## src/hw/rtl/elwbc_pkg.sv

```systemverilog
package elwbc_pkg;

   localparam int LINE_BYTES = 32;
   localparam int ADDR_W     = 19;
   localparam int DATA_W     = 8;
   localparam int OFF_W      = $clog2(LINE_BYTES);
   localparam int TAG_W      = ADDR_W - OFF_W;

   typedef enum logic [1:0] {
      CMD_WRITE = 2'd0,
      CMD_READ  = 2'd1,
      CMD_FLUSH = 2'd2,
      CMD_FILL  = 2'd3
   } cmd_type;

   typedef enum logic [1:0] {
      KIND_READ     = 2'd0,
      KIND_WB       = 2'd1,
      KIND_FILL_REQ = 2'd2,
      KIND_DONE     = 2'd3
   } kind_type;

   typedef enum logic [2:0] {
      ST_IDLE,
      ST_DECODE,
      ST_SCAN,
      ST_SCAN_LOAD,
      ST_RD_ISSUE,
      ST_RD_LOAD
   } state_type;

   typedef enum logic [1:0] {
      RSEL_OFFSET,
      RSEL_PENDING,
      RSEL_SCAN
   } rsel_type;

   typedef enum logic [2:0] {
      OSEL_READ,
      OSEL_FAIL,
      OSEL_FILL_REQ,
      OSEL_WB,
      OSEL_DONE
   } osel_type;

   typedef struct packed {
      logic     capture;
      logic     mem_rd;
      rsel_type rd_sel;
      logic     fill_write;
      logic     fill_done;
      logic     fill_fail;
      logic     write_hit;
      logic     fill_req;
      logic     scan_start;
      logic     scan_next;
      logic     scan_hit;
      logic     scan_end;
      logic     out_load;
      osel_type out_sel;
   } ctrl_cmd_type;

   typedef struct packed {
      cmd_type cmd;
      logic    fill_ok;
      logic    pending;
      logic    modified;
      logic    valid;
      logic    tag_hit;
      logic    fill_last;
      logic    scan_dirty;
      logic    scan_at_end;
      logic    out_free;
   } dp_status_type;

endpackage

```

## src/hw/rtl/eeprom_line_write_back_cache_core.sv

```systemverilog
// channel  direction  handshake              payload
// req      in         req_valid / req_ready  command, address, byte_data, fill_ok
// rsp      out        rsp_valid / rsp_ready  kind, mem_address, out_data, run_start,
//                                            read_ok, last
//
// An accepted transaction is decoded in the next cycle; a read hit and the end of a line fill
// also wait for the registered line memory read. A flush of a modified line walks all 32 offsets,
// reading each dirty byte through the one memory read port and the one result register, then
// decodes again.
// Reset is synchronous and clears the line state and dirty flags; line data is not cleared.
// A stalled rsp_ready holds the result register, stops the flush walk at the next dirty byte
// and holds any result that is due; req_ready is high only while the controller is idle.
module eeprom_line_write_back_cache_core (
   input  logic                          clock,
   input  logic                          reset,
   input  logic                          req_valid,
   output logic                          req_ready,
   input  logic [1:0]                    req_command,
   input  logic [elwbc_pkg::ADDR_W-1:0]  req_address,
   input  logic [elwbc_pkg::DATA_W-1:0]  req_byte_data,
   input  logic                          req_fill_ok,
   output logic                          rsp_valid,
   input  logic                          rsp_ready,
   output logic [1:0]                    rsp_kind,
   output logic [elwbc_pkg::ADDR_W-1:0]  rsp_mem_address,
   output logic [elwbc_pkg::DATA_W-1:0]  rsp_out_data,
   output logic                          rsp_run_start,
   output logic                          rsp_read_ok,
   output logic                          rsp_last
);
   import elwbc_pkg::*;

   ctrl_cmd_type  cmd;
   dp_status_type st;

   elwbc_ctrl u_ctrl (
      .clock     (clock),
      .reset     (reset),
      .req_valid (req_valid),
      .req_ready (req_ready),
      .st        (st),
      .cmd       (cmd)
   );

   elwbc_dp u_dp (
      .clock           (clock),
      .reset           (reset),
      .cmd             (cmd),
      .st              (st),
      .req_command     (req_command),
      .req_address     (req_address),
      .req_byte_data   (req_byte_data),
      .req_fill_ok     (req_fill_ok),
      .rsp_valid       (rsp_valid),
      .rsp_ready       (rsp_ready),
      .rsp_kind        (rsp_kind),
      .rsp_mem_address (rsp_mem_address),
      .rsp_out_data    (rsp_out_data),
      .rsp_run_start   (rsp_run_start),
      .rsp_read_ok     (rsp_read_ok),
      .rsp_last        (rsp_last)
   );

endmodule

```

## src/hw/rtl/elwbc_ctrl.sv

```systemverilog
module elwbc_ctrl (
   input  logic                    clock,
   input  logic                    reset,
   input  logic                    req_valid,
   output logic                    req_ready,
   input  elwbc_pkg::dp_status_type st,
   output elwbc_pkg::ctrl_cmd_type  cmd
);
   import elwbc_pkg::*;

   state_type state_ff, state_in;

   always_ff @(posedge clock) begin
      if (reset) begin
         state_ff <= ST_IDLE;
      end else begin
         state_ff <= state_in;
      end
   end

   // next state
   always_comb begin
      state_in = state_ff;
      case (state_ff)
         ST_IDLE: begin
            if (req_valid) state_in = ST_DECODE;
         end
         ST_DECODE: begin
            if (st.pending) begin
               if (st.cmd != CMD_FILL) begin
                  state_in = ST_IDLE;
               end else if (!st.fill_ok) begin
                  if (st.out_free) state_in = ST_IDLE;
               end else if (st.fill_last) begin
                  state_in = ST_RD_ISSUE;
               end else begin
                  state_in = ST_IDLE;
               end
            end else begin
               case (st.cmd)
                  CMD_WRITE: begin
                     if (!st.tag_hit && st.modified) state_in = ST_SCAN;
                     else state_in = ST_IDLE;
                  end
                  CMD_READ: begin
                     if (st.modified) begin
                        state_in = ST_SCAN;
                     end else if (!st.tag_hit || !st.valid) begin
                        if (st.out_free) state_in = ST_IDLE;
                     end else begin
                        state_in = ST_RD_LOAD;
                     end
                  end
                  CMD_FLUSH: begin
                     if (st.modified) state_in = ST_SCAN;
                     else if (st.out_free) state_in = ST_IDLE;
                  end
                  default: state_in = ST_IDLE;
               endcase
            end
         end
         ST_SCAN: begin
            if (st.scan_dirty) state_in = ST_SCAN_LOAD;
            else if (st.scan_at_end) state_in = ST_DECODE;
         end
         ST_SCAN_LOAD: begin
            if (st.out_free) begin
               if (st.scan_at_end) state_in = ST_DECODE;
               else state_in = ST_SCAN;
            end
         end
         ST_RD_ISSUE: state_in = ST_RD_LOAD;
         ST_RD_LOAD: begin
            if (st.out_free) state_in = ST_IDLE;
         end
         default: state_in = ST_IDLE;
      endcase
   end

   // outputs
   always_comb begin
      cmd       = '0;
      req_ready = 1'b0;
      case (state_ff)
         ST_IDLE: begin
            req_ready   = 1'b1;
            cmd.capture = req_valid;
         end
         ST_DECODE: begin
            if (st.pending) begin
               if (st.cmd == CMD_FILL) begin
                  if (!st.fill_ok) begin
                     if (st.out_free) begin
                        cmd.fill_fail = 1'b1;
                        cmd.out_load  = 1'b1;
                        cmd.out_sel   = OSEL_FAIL;
                     end
                  end else begin
                     cmd.fill_write = 1'b1;
                     cmd.fill_done  = st.fill_last;
                  end
               end
            end else begin
               case (st.cmd)
                  CMD_WRITE: begin
                     if (!st.tag_hit && st.modified) cmd.scan_start = 1'b1;
                     else cmd.write_hit = 1'b1;
                  end
                  CMD_READ: begin
                     if (st.modified) begin
                        cmd.scan_start = 1'b1;
                     end else if (!st.tag_hit || !st.valid) begin
                        if (st.out_free) begin
                           cmd.fill_req = 1'b1;
                           cmd.out_load = 1'b1;
                           cmd.out_sel  = OSEL_FILL_REQ;
                        end
                     end else begin
                        cmd.mem_rd = 1'b1;
                        cmd.rd_sel = RSEL_OFFSET;
                     end
                  end
                  CMD_FLUSH: begin
                     if (st.modified) begin
                        cmd.scan_start = 1'b1;
                     end else if (st.out_free) begin
                        cmd.out_load = 1'b1;
                        cmd.out_sel  = OSEL_DONE;
                     end
                  end
                  default: cmd = '0;
               endcase
            end
         end
         ST_SCAN: begin
            if (st.scan_dirty) begin
               cmd.mem_rd = 1'b1;
               cmd.rd_sel = RSEL_SCAN;
            end else if (st.scan_at_end) begin
               cmd.scan_end = 1'b1;
            end else begin
               cmd.scan_next = 1'b1;
            end
         end
         ST_SCAN_LOAD: begin
            if (st.out_free) begin
               cmd.out_load = 1'b1;
               cmd.out_sel  = OSEL_WB;
               if (st.scan_at_end) begin
                  cmd.scan_end = 1'b1;
               end else begin
                  cmd.scan_next = 1'b1;
                  cmd.scan_hit  = 1'b1;
               end
            end
         end
         ST_RD_ISSUE: begin
            cmd.mem_rd = 1'b1;
            cmd.rd_sel = RSEL_PENDING;
         end
         ST_RD_LOAD: begin
            if (st.out_free) begin
               cmd.out_load = 1'b1;
               cmd.out_sel  = OSEL_READ;
            end
         end
         default: cmd = '0;
      endcase
   end

   a_scan_needs_modified: assert property (@(posedge clock) disable iff (reset)
      (state_ff == ST_SCAN || state_ff == ST_SCAN_LOAD) |-> st.modified)
      else $error("flush scan running on a clean line");

   a_no_idle_while_pending_read: assert property (@(posedge clock) disable iff (reset)
      (state_ff == ST_RD_ISSUE) |-> ($past(state_ff) == ST_DECODE && st.valid))
      else $error("fill completion read without a valid line");

endmodule

```

## src/hw/rtl/elwbc_dp.sv

```systemverilog
module elwbc_dp (
   input  logic                                clock,
   input  logic                                reset,
   input  elwbc_pkg::ctrl_cmd_type             cmd,
   output elwbc_pkg::dp_status_type            st,
   input  logic [1:0]                          req_command,
   input  logic [elwbc_pkg::ADDR_W-1:0]        req_address,
   input  logic [elwbc_pkg::DATA_W-1:0]        req_byte_data,
   input  logic                                req_fill_ok,
   output logic                                rsp_valid,
   input  logic                                rsp_ready,
   output logic [1:0]                          rsp_kind,
   output logic [elwbc_pkg::ADDR_W-1:0]        rsp_mem_address,
   output logic [elwbc_pkg::DATA_W-1:0]        rsp_out_data,
   output logic                                rsp_run_start,
   output logic                                rsp_read_ok,
   output logic                                rsp_last
);
   import elwbc_pkg::*;

   // captured transaction
   cmd_type             cmd_ff, cmd_in;
   logic [ADDR_W-1:0]   addr_ff, addr_in;
   logic [DATA_W-1:0]   data_ff, data_in;
   logic                ok_ff, ok_in;

   // line state
   logic [TAG_W-1:0]      tag_ff, tag_in;
   logic                  valid_ff, valid_in;
   logic                  modified_ff, modified_in;
   logic                  pending_ff, pending_in;
   logic [OFF_W-1:0]      pos_ff, pos_in;
   logic [OFF_W-1:0]      pend_off_ff, pend_off_in;
   logic [LINE_BYTES-1:0] dirty_ff, dirty_in;
   logic [OFF_W-1:0]      idx_ff, idx_in;
   logic                  prev_ff, prev_in;

   // result register
   logic                  rsp_valid_ff, rsp_valid_in;
   kind_type              kind_ff, kind_in;
   logic [ADDR_W-1:0]     maddr_ff, maddr_in;
   logic [DATA_W-1:0]     odata_ff, odata_in;
   logic                  rs_ff, rs_in;
   logic                  rok_ff, rok_in;
   logic                  last_ff, last_in;

   // line memory
   logic [DATA_W-1:0]     line_mem_ff [LINE_BYTES];
   logic [DATA_W-1:0]     rd_data_ff;
   logic                  wr_en;
   logic [OFF_W-1:0]      wr_addr;
   logic [OFF_W-1:0]      rd_addr;

   logic [TAG_W-1:0]      req_tag;
   logic [OFF_W-1:0]      req_off;
   logic [LINE_BYTES-1:0] above_mask;
   logic                  more_dirty;
   logic                  out_free;

   assign req_tag  = addr_ff[ADDR_W-1:OFF_W];
   assign req_off  = addr_ff[OFF_W-1:0];
   assign out_free = !rsp_valid_ff || rsp_ready;

   always_comb begin
      for (int i = 0; i < LINE_BYTES; i++) begin
         above_mask[i] = (i > int'(idx_ff));
      end
   end
   assign more_dirty = |(dirty_ff & above_mask);

   assign wr_en   = cmd.fill_write || cmd.write_hit;
   assign wr_addr = cmd.fill_write ? pos_ff : req_off;

   always_comb begin
      case (cmd.rd_sel)
         RSEL_OFFSET:  rd_addr = req_off;
         RSEL_PENDING: rd_addr = pend_off_ff;
         RSEL_SCAN:    rd_addr = idx_ff;
         default:      rd_addr = req_off;
      endcase
   end

   always_ff @(posedge clock) begin
      if (wr_en) line_mem_ff[wr_addr] <= data_ff;
      if (cmd.mem_rd) rd_data_ff <= line_mem_ff[rd_addr];
   end

   always_comb begin
      cmd_in      = cmd_ff;
      addr_in     = addr_ff;
      data_in     = data_ff;
      ok_in       = ok_ff;
      tag_in      = tag_ff;
      valid_in    = valid_ff;
      modified_in = modified_ff;
      pending_in  = pending_ff;
      pos_in      = pos_ff;
      pend_off_in = pend_off_ff;
      dirty_in    = dirty_ff;
      idx_in      = idx_ff;
      prev_in     = prev_ff;

      if (cmd.capture) begin
         cmd_in  = cmd_type'(req_command);
         addr_in = req_address;
         data_in = req_byte_data;
         ok_in   = req_fill_ok;
      end
      if (cmd.fill_write) begin
         pos_in = pos_ff + 1'b1;
      end
      if (cmd.fill_done) begin
         pos_in     = '0;
         pending_in = 1'b0;
         valid_in   = 1'b1;
      end
      if (cmd.fill_fail) begin
         pos_in     = '0;
         pending_in = 1'b0;
      end
      if (cmd.write_hit) begin
         dirty_in[req_off] = 1'b1;
         valid_in          = 1'b0;
         modified_in       = 1'b1;
         tag_in            = req_tag;
      end
      if (cmd.fill_req) begin
         tag_in      = req_tag;
         valid_in    = 1'b0;
         pending_in  = 1'b1;
         pos_in      = '0;
         pend_off_in = req_off;
      end
      if (cmd.scan_start) begin
         idx_in  = '0;
         prev_in = 1'b0;
      end
      if (cmd.scan_next) begin
         idx_in  = idx_ff + 1'b1;
         prev_in = cmd.scan_hit;
      end
      if (cmd.scan_end) begin
         dirty_in    = '0;
         modified_in = 1'b0;
      end
   end

   always_comb begin
      rsp_valid_in = rsp_valid_ff && !rsp_ready;
      kind_in      = kind_ff;
      maddr_in     = maddr_ff;
      odata_in     = odata_ff;
      rs_in        = rs_ff;
      rok_in       = rok_ff;
      last_in      = last_ff;
      if (cmd.out_load) begin
         rsp_valid_in = 1'b1;
         maddr_in     = '0;
         odata_in     = '0;
         rs_in        = 1'b0;
         rok_in       = 1'b0;
         last_in      = 1'b1;
         case (cmd.out_sel)
            OSEL_READ: begin
               kind_in  = KIND_READ;
               odata_in = rd_data_ff;
               rok_in   = 1'b1;
            end
            OSEL_FAIL: begin
               kind_in = KIND_READ;
            end
            OSEL_FILL_REQ: begin
               kind_in  = KIND_FILL_REQ;
               maddr_in = {req_tag, {OFF_W{1'b0}}};
            end
            OSEL_WB: begin
               kind_in  = KIND_WB;
               maddr_in = {tag_ff, idx_ff};
               odata_in = rd_data_ff;
               rs_in    = !prev_ff;
               last_in  = (cmd_ff == CMD_WRITE) && !more_dirty;
            end
            OSEL_DONE: begin
               kind_in = KIND_DONE;
            end
            default: begin
               kind_in = KIND_DONE;
            end
         endcase
      end
   end

   always_ff @(posedge clock) begin
      if (reset) begin
         tag_ff       <= '0;
         valid_ff     <= 1'b0;
         modified_ff  <= 1'b0;
         pending_ff   <= 1'b0;
         pos_ff       <= '0;
         pend_off_ff  <= '0;
         dirty_ff     <= '0;
         idx_ff       <= '0;
         prev_ff      <= 1'b0;
         rsp_valid_ff <= 1'b0;
      end else begin
         tag_ff       <= tag_in;
         valid_ff     <= valid_in;
         modified_ff  <= modified_in;
         pending_ff   <= pending_in;
         pos_ff       <= pos_in;
         pend_off_ff  <= pend_off_in;
         dirty_ff     <= dirty_in;
         idx_ff       <= idx_in;
         prev_ff      <= prev_in;
         rsp_valid_ff <= rsp_valid_in;
      end
   end

   always_ff @(posedge clock) begin
      cmd_ff   <= cmd_in;
      addr_ff  <= addr_in;
      data_ff  <= data_in;
      ok_ff    <= ok_in;
      kind_ff  <= kind_in;
      maddr_ff <= maddr_in;
      odata_ff <= odata_in;
      rs_ff    <= rs_in;
      rok_ff   <= rok_in;
      last_ff  <= last_in;
   end

   always_comb begin
      st.cmd         = cmd_ff;
      st.fill_ok     = ok_ff;
      st.pending     = pending_ff;
      st.modified    = modified_ff;
      st.valid       = valid_ff;
      st.tag_hit     = (req_tag == tag_ff);
      st.fill_last   = (pos_ff == OFF_W'(LINE_BYTES - 1));
      st.scan_dirty  = dirty_ff[idx_ff];
      st.scan_at_end = (idx_ff == OFF_W'(LINE_BYTES - 1));
      st.out_free    = out_free;
   end

   assign rsp_valid       = rsp_valid_ff;
   assign rsp_kind        = kind_ff;
   assign rsp_mem_address = maddr_ff;
   assign rsp_out_data    = odata_ff;
   assign rsp_run_start   = rs_ff;
   assign rsp_read_ok     = rok_ff;
   assign rsp_last        = last_ff;

   a_modified_has_dirty: assert property (@(posedge clock) disable iff (reset)
      modified_ff |-> (dirty_ff != '0))
      else $error("line modified without dirty bytes");

   a_clean_while_filling: assert property (@(posedge clock) disable iff (reset)
      pending_ff |-> !modified_ff)
      else $error("fill pending on a modified line");

   a_valid_is_clean: assert property (@(posedge clock) disable iff (reset)
      valid_ff |-> !modified_ff)
      else $error("line readable while modified");

   a_no_overwrite: assert property (@(posedge clock) disable iff (reset)
      (rsp_valid_ff && !rsp_ready) |-> !cmd.out_load)
      else $error("result register overwritten while stalled");

endmodule

```

## config.mk

```make
export PLATFORM = sky130hd
export DESIGN_NAME = eeprom_line_write_back_cache_core
export DESIGN_NICKNAME = d
export VERILOG_FILES = /design/src/hw/rtl/elwbc_pkg.sv /design/src/hw/rtl/eeprom_line_write_back_cache_core.sv /design/src/hw/rtl/elwbc_ctrl.sv /design/src/hw/rtl/elwbc_dp.sv
export SDC_FILE = /design/constraint.sdc
export NUM_CORES = 1
export LEC_CHECK = 0
export BUFFER_PORTS_ARGS = -buffer_cell sky130_fd_sc_hd__buf_2
export CAP_MARGIN = 20
export CORE_UTILIZATION = 55
export DETAILED_ROUTE_END_ITERATION = 10
export PLACE_DENSITY = 0.72
export SYNTH_ARGS = -nofsm -noshare
export SYNTH_HDL_FRONTEND = slang
export SYNTH_HIERARCHICAL = 1
export SYNTH_SLANG_ARGS = --single-unit
```

## constraint.sdc

```tcl
create_clock -name clock -period 4.83 [get_ports clock]
set_input_delay 0.2415 -clock clock [delete_from_list [all_inputs] [get_ports clock]]
set_output_delay 0.2415 -clock clock [all_outputs]
set_load 0.05 [all_outputs]
```

==> reports/summary.txt <==
Status: finished clean
Internal power: 5.86 mW
Sw Pwr: 1.67 mW
Power share of the clock group: 42.6%
Worst path top cell family by delay: compound AO/OA/AOI/OAI gates
Synth top area cells: edfxtp_1, dfxtp_1, nand2_1
Critical path's slowest cell: dfxtp_1
FP Rows: 63
Final wirelength: 42000 microns
Final Max Tran Viols: 0
Critical Path Most Common Cell: mux4_2
Synth-to-Final Area Change: 15.1%
Initial DRC count: 1396
Sequential-to-total area share from yosys stat: 66.4%
Worst reg-to-reg path cell count: 14
Leak pwr: 6.72 nW
Post-Layout Inst Area: 19400 sq um
CTS tree: done
Pin count of the biggest net entering global routing: 57
Max-slew headroom: 27.8%
Vias: 11828
Hold Path Class: input pin to flip-flop
Post-place setup slack: 0.0991 ns
Maximum VDD drop: 247 uV
Fin crit share: 94.4%
Post-DRT Antenna Nets: 0
Comb power frac: 7.2%
DR vias/cell: 6.20
Root buffer cell: clkbuf_16
Area occupied by multi-input gates: 5180 sq um
PD cells: 389 nW/um^2
Ant. Diodes: 0
Sw Ratio: 22.2%
Synth warnings: 6
Commonest cells in the netlist: edfxtp_1, nand2_1, a21oi_1, nor2_1, nand3_1
# fillers: 2187
EDFF count, synth: 326
Post-Synthesis Cell Area: 16800 sq um
Storage element area: 11200 sq um
Clk_skew: 0.0208 ns
Final-report hold violation count: 0
Worst r2r src: u_dp/idx_ff[2]
Setup crit start kind: flip-flop
Wire length per cell: 22.0 microns
Cell Chain, Critical Path: mux4_2, mux4_2, nand2_1, o21ai_0, nand2b_1, nor2_1, ha_1, a221o_2, nand2_2, buf_4, a211oi_1, a211o_1, nand4_1, o31a_1
Routability cong.: 0.954
Count leader, synth: edfxtp_1
Clock sinks: 395
Worst setup margin: 0.269 ns
Hold slack: 0.200 ns
Post-Place Cells: 1802
Synthesized area per cell: 12.0 sq um
Tot Pwr: 7.53 mW
PortBufs: 67
Fin crit period: 4.56 ns
Antenna violations before repair: 0
#FFs+latches synth: 395
Cells after Synth: 1400
Die area: 31300 sq um
Critical Path Start: u_dp/idx_ff[2]
Worst path bufs/invs: 1
Max frequency: 0.219 GHz
Die Y: 177 microns
Reg clk slew, reported paths: 0.06 ns
Async SR Flop Fraction: 0%
CP Class: flip-flop to flip-flop
CP peak stage delay: 0.64 ns
Deepest level of the CTS H-tree: 2
Fin Setup TNS: 0 ns
Hold path endpoint: u_dp/rsp_valid
Layout cells sized above 1: 13.8%
CP Capture Type: flip-flop
Setup violators final: 0
Clk buf depth: 3
Aggregate global routing overflow: 0
Max Cap Viol: 0
Top_reg_cell synth: edfxtp_1
HPWL after detailed placement: 26200 microns
Hold Startpoint: rsp_ready
Total GRT Usage: 26.8%
Yosys cell types: 71
Die W: 177 microns
Post-Place Cell Area: 17600 sq um
Setup Fix Bufs, Post-CTS: 0
Syn_nets: 1447
Core Box Area: 29900 sq um
Worst R2R Setup Slack: 0.27 ns
Hold depth: 3
Non-Filler Instances: 1909
I/O pin total: 68
Cell taking the most area after synthesis: edfxtp_1
Vias in the first global route: 11385
Post-layout nets: 1535
Clk Latency, worst-skew pair: 0.53 ns
Slew @ Worst Pin: 1.08 ns
Reg power frac: 50.2%
DR pass1 iterations: 7
Post-Route Utilization: 64.8%
Starting Density: 56.3%
Share of the synthesized area in the top cell type: 58.2%
Crit-path max FO: 15
Critical Path RT: 5.11 ns
DRC viols: 0
RSZ-0062 raised after global routing: no
Terminus of the critical flop-to-flop path: u_dp/rd_data_ff[1]
First-pass GRT wire length: 64100 microns
CP arrival: 4.84 ns
CTS buffer count: 41
==> how the worst max path moves through the flow <==
stage                          to  slack [ns]  depth (start not counted)
3_3_place_gp   u_dp/rd_data_ff[4]        0.21                         15
3_5_place_dp   u_dp/rd_data_ff[4]         0.1                         15
2_1_floorplan  u_dp/rd_data_ff[3]        0.84                         18
4_1_cts        u_dp/rd_data_ff[4]        0.09                         15
5_1_grt        u_dp/rd_data_ff[1]        0.02                         16
6_report       u_dp/rd_data_ff[1]        0.27                         14
==> state kept, by name (all words and copies together), names as in the netlist, 2 cells and up <==
signal / flops
u_dp/rsp_kind: 2
u_dp/line_mem_ff: 256
u_dp/cmd_ff: 2
u_dp/idx_ff: 5
u_dp/pos_ff: 5
u_dp/tag_ff: 14
u_dp/pend_off_ff: 5
u_dp/dirty_ff: 32
u_dp/rsp_out_data: 8
u_dp/rsp_mem_address: 19
u_dp/addr_ff: 19
u_dp/rd_data_ff: 8
u_dp/data_ff: 8
u_ctrl/state_ff: 3
==> power groups by stage <==
stage	combinational [mW]	sequential, mW	clock [mW]
6_report	0.540	3.78	3.21
5_1_grt	0.576	3.78	3.38
4_1_cts	0.512	3.79	3.25
3_5_place_dp	0.490	3.86	0
3_3_place_gp	0.480	3.86	0
2_1_floorplan	0.292	3.88	0
==> logic make-up after synthesis <==
| logic type | after synthesis | synth area share [%] |
|---|---|---|
| compound gates | 320 | 12.5 |
| xor+xnor | 17 | 0.885 |
| fa+ha+maj | 15 | 1.09 |
| buf+inv | 117 | 3.20 |
| flops | 395 | 66.4 |
| mux | 19 | 1.81 |
| simple gates | 517 | 14.1 |
==> cell type report <==
cell class	instances	share of cell area, %
tap	390	2.52
sequential	395	57.7
clock buffer	51	5.49
clock inverter	23	1.54
multi-input combinational	888	26.7
timing repair buffer	139	5.61
inverter	23	0.446
==> repair_timing <==
| item | in CTS | in global routing |
|---|---|---|
| hold buffers | 30 | 0 |
| setup endpoints to repair | 0 | 8 |
| endpoints found under the hold margin | 30 | 0 |
| resized for setup | 0 | 8 |
==> placed cells by master (no fill, tap or decap), types with 18 or more instances in the layout <==
cell type,n
a21oi_1,127
a22o_1,18
and3_1,21
buf_2,67
buf_4,33
clkbuf_16,41
dfxtp_1,68
dlygate4sd3_1,30
edfxtp_1,326
inv_1,22
nand2_1,186
nand3_1,90
nor2_1,119
o21ai_0,47
==> worst min-delay path, cell delays in order <==
cell      delay, ns
buf_2          0.07
nand2b_1       0.27
a21oi_1        0.11
==> layer usage <==
metal / vias up / GRT usage [%] / wire, microns / part of all wire (%)
li1: 5373 / - / - / -
met1: 5794 / 38.2 / 17800 / 42
met2: 587 / 42.2 / 19700 / 47
met3: 74 / 4.40 / 3470 / 8.2
met4: 0 / 8.58 / 1090 / 2.6
met5: - / 0 / 0 / 0
No activity file was read; power rests on OpenSTA's default activity.
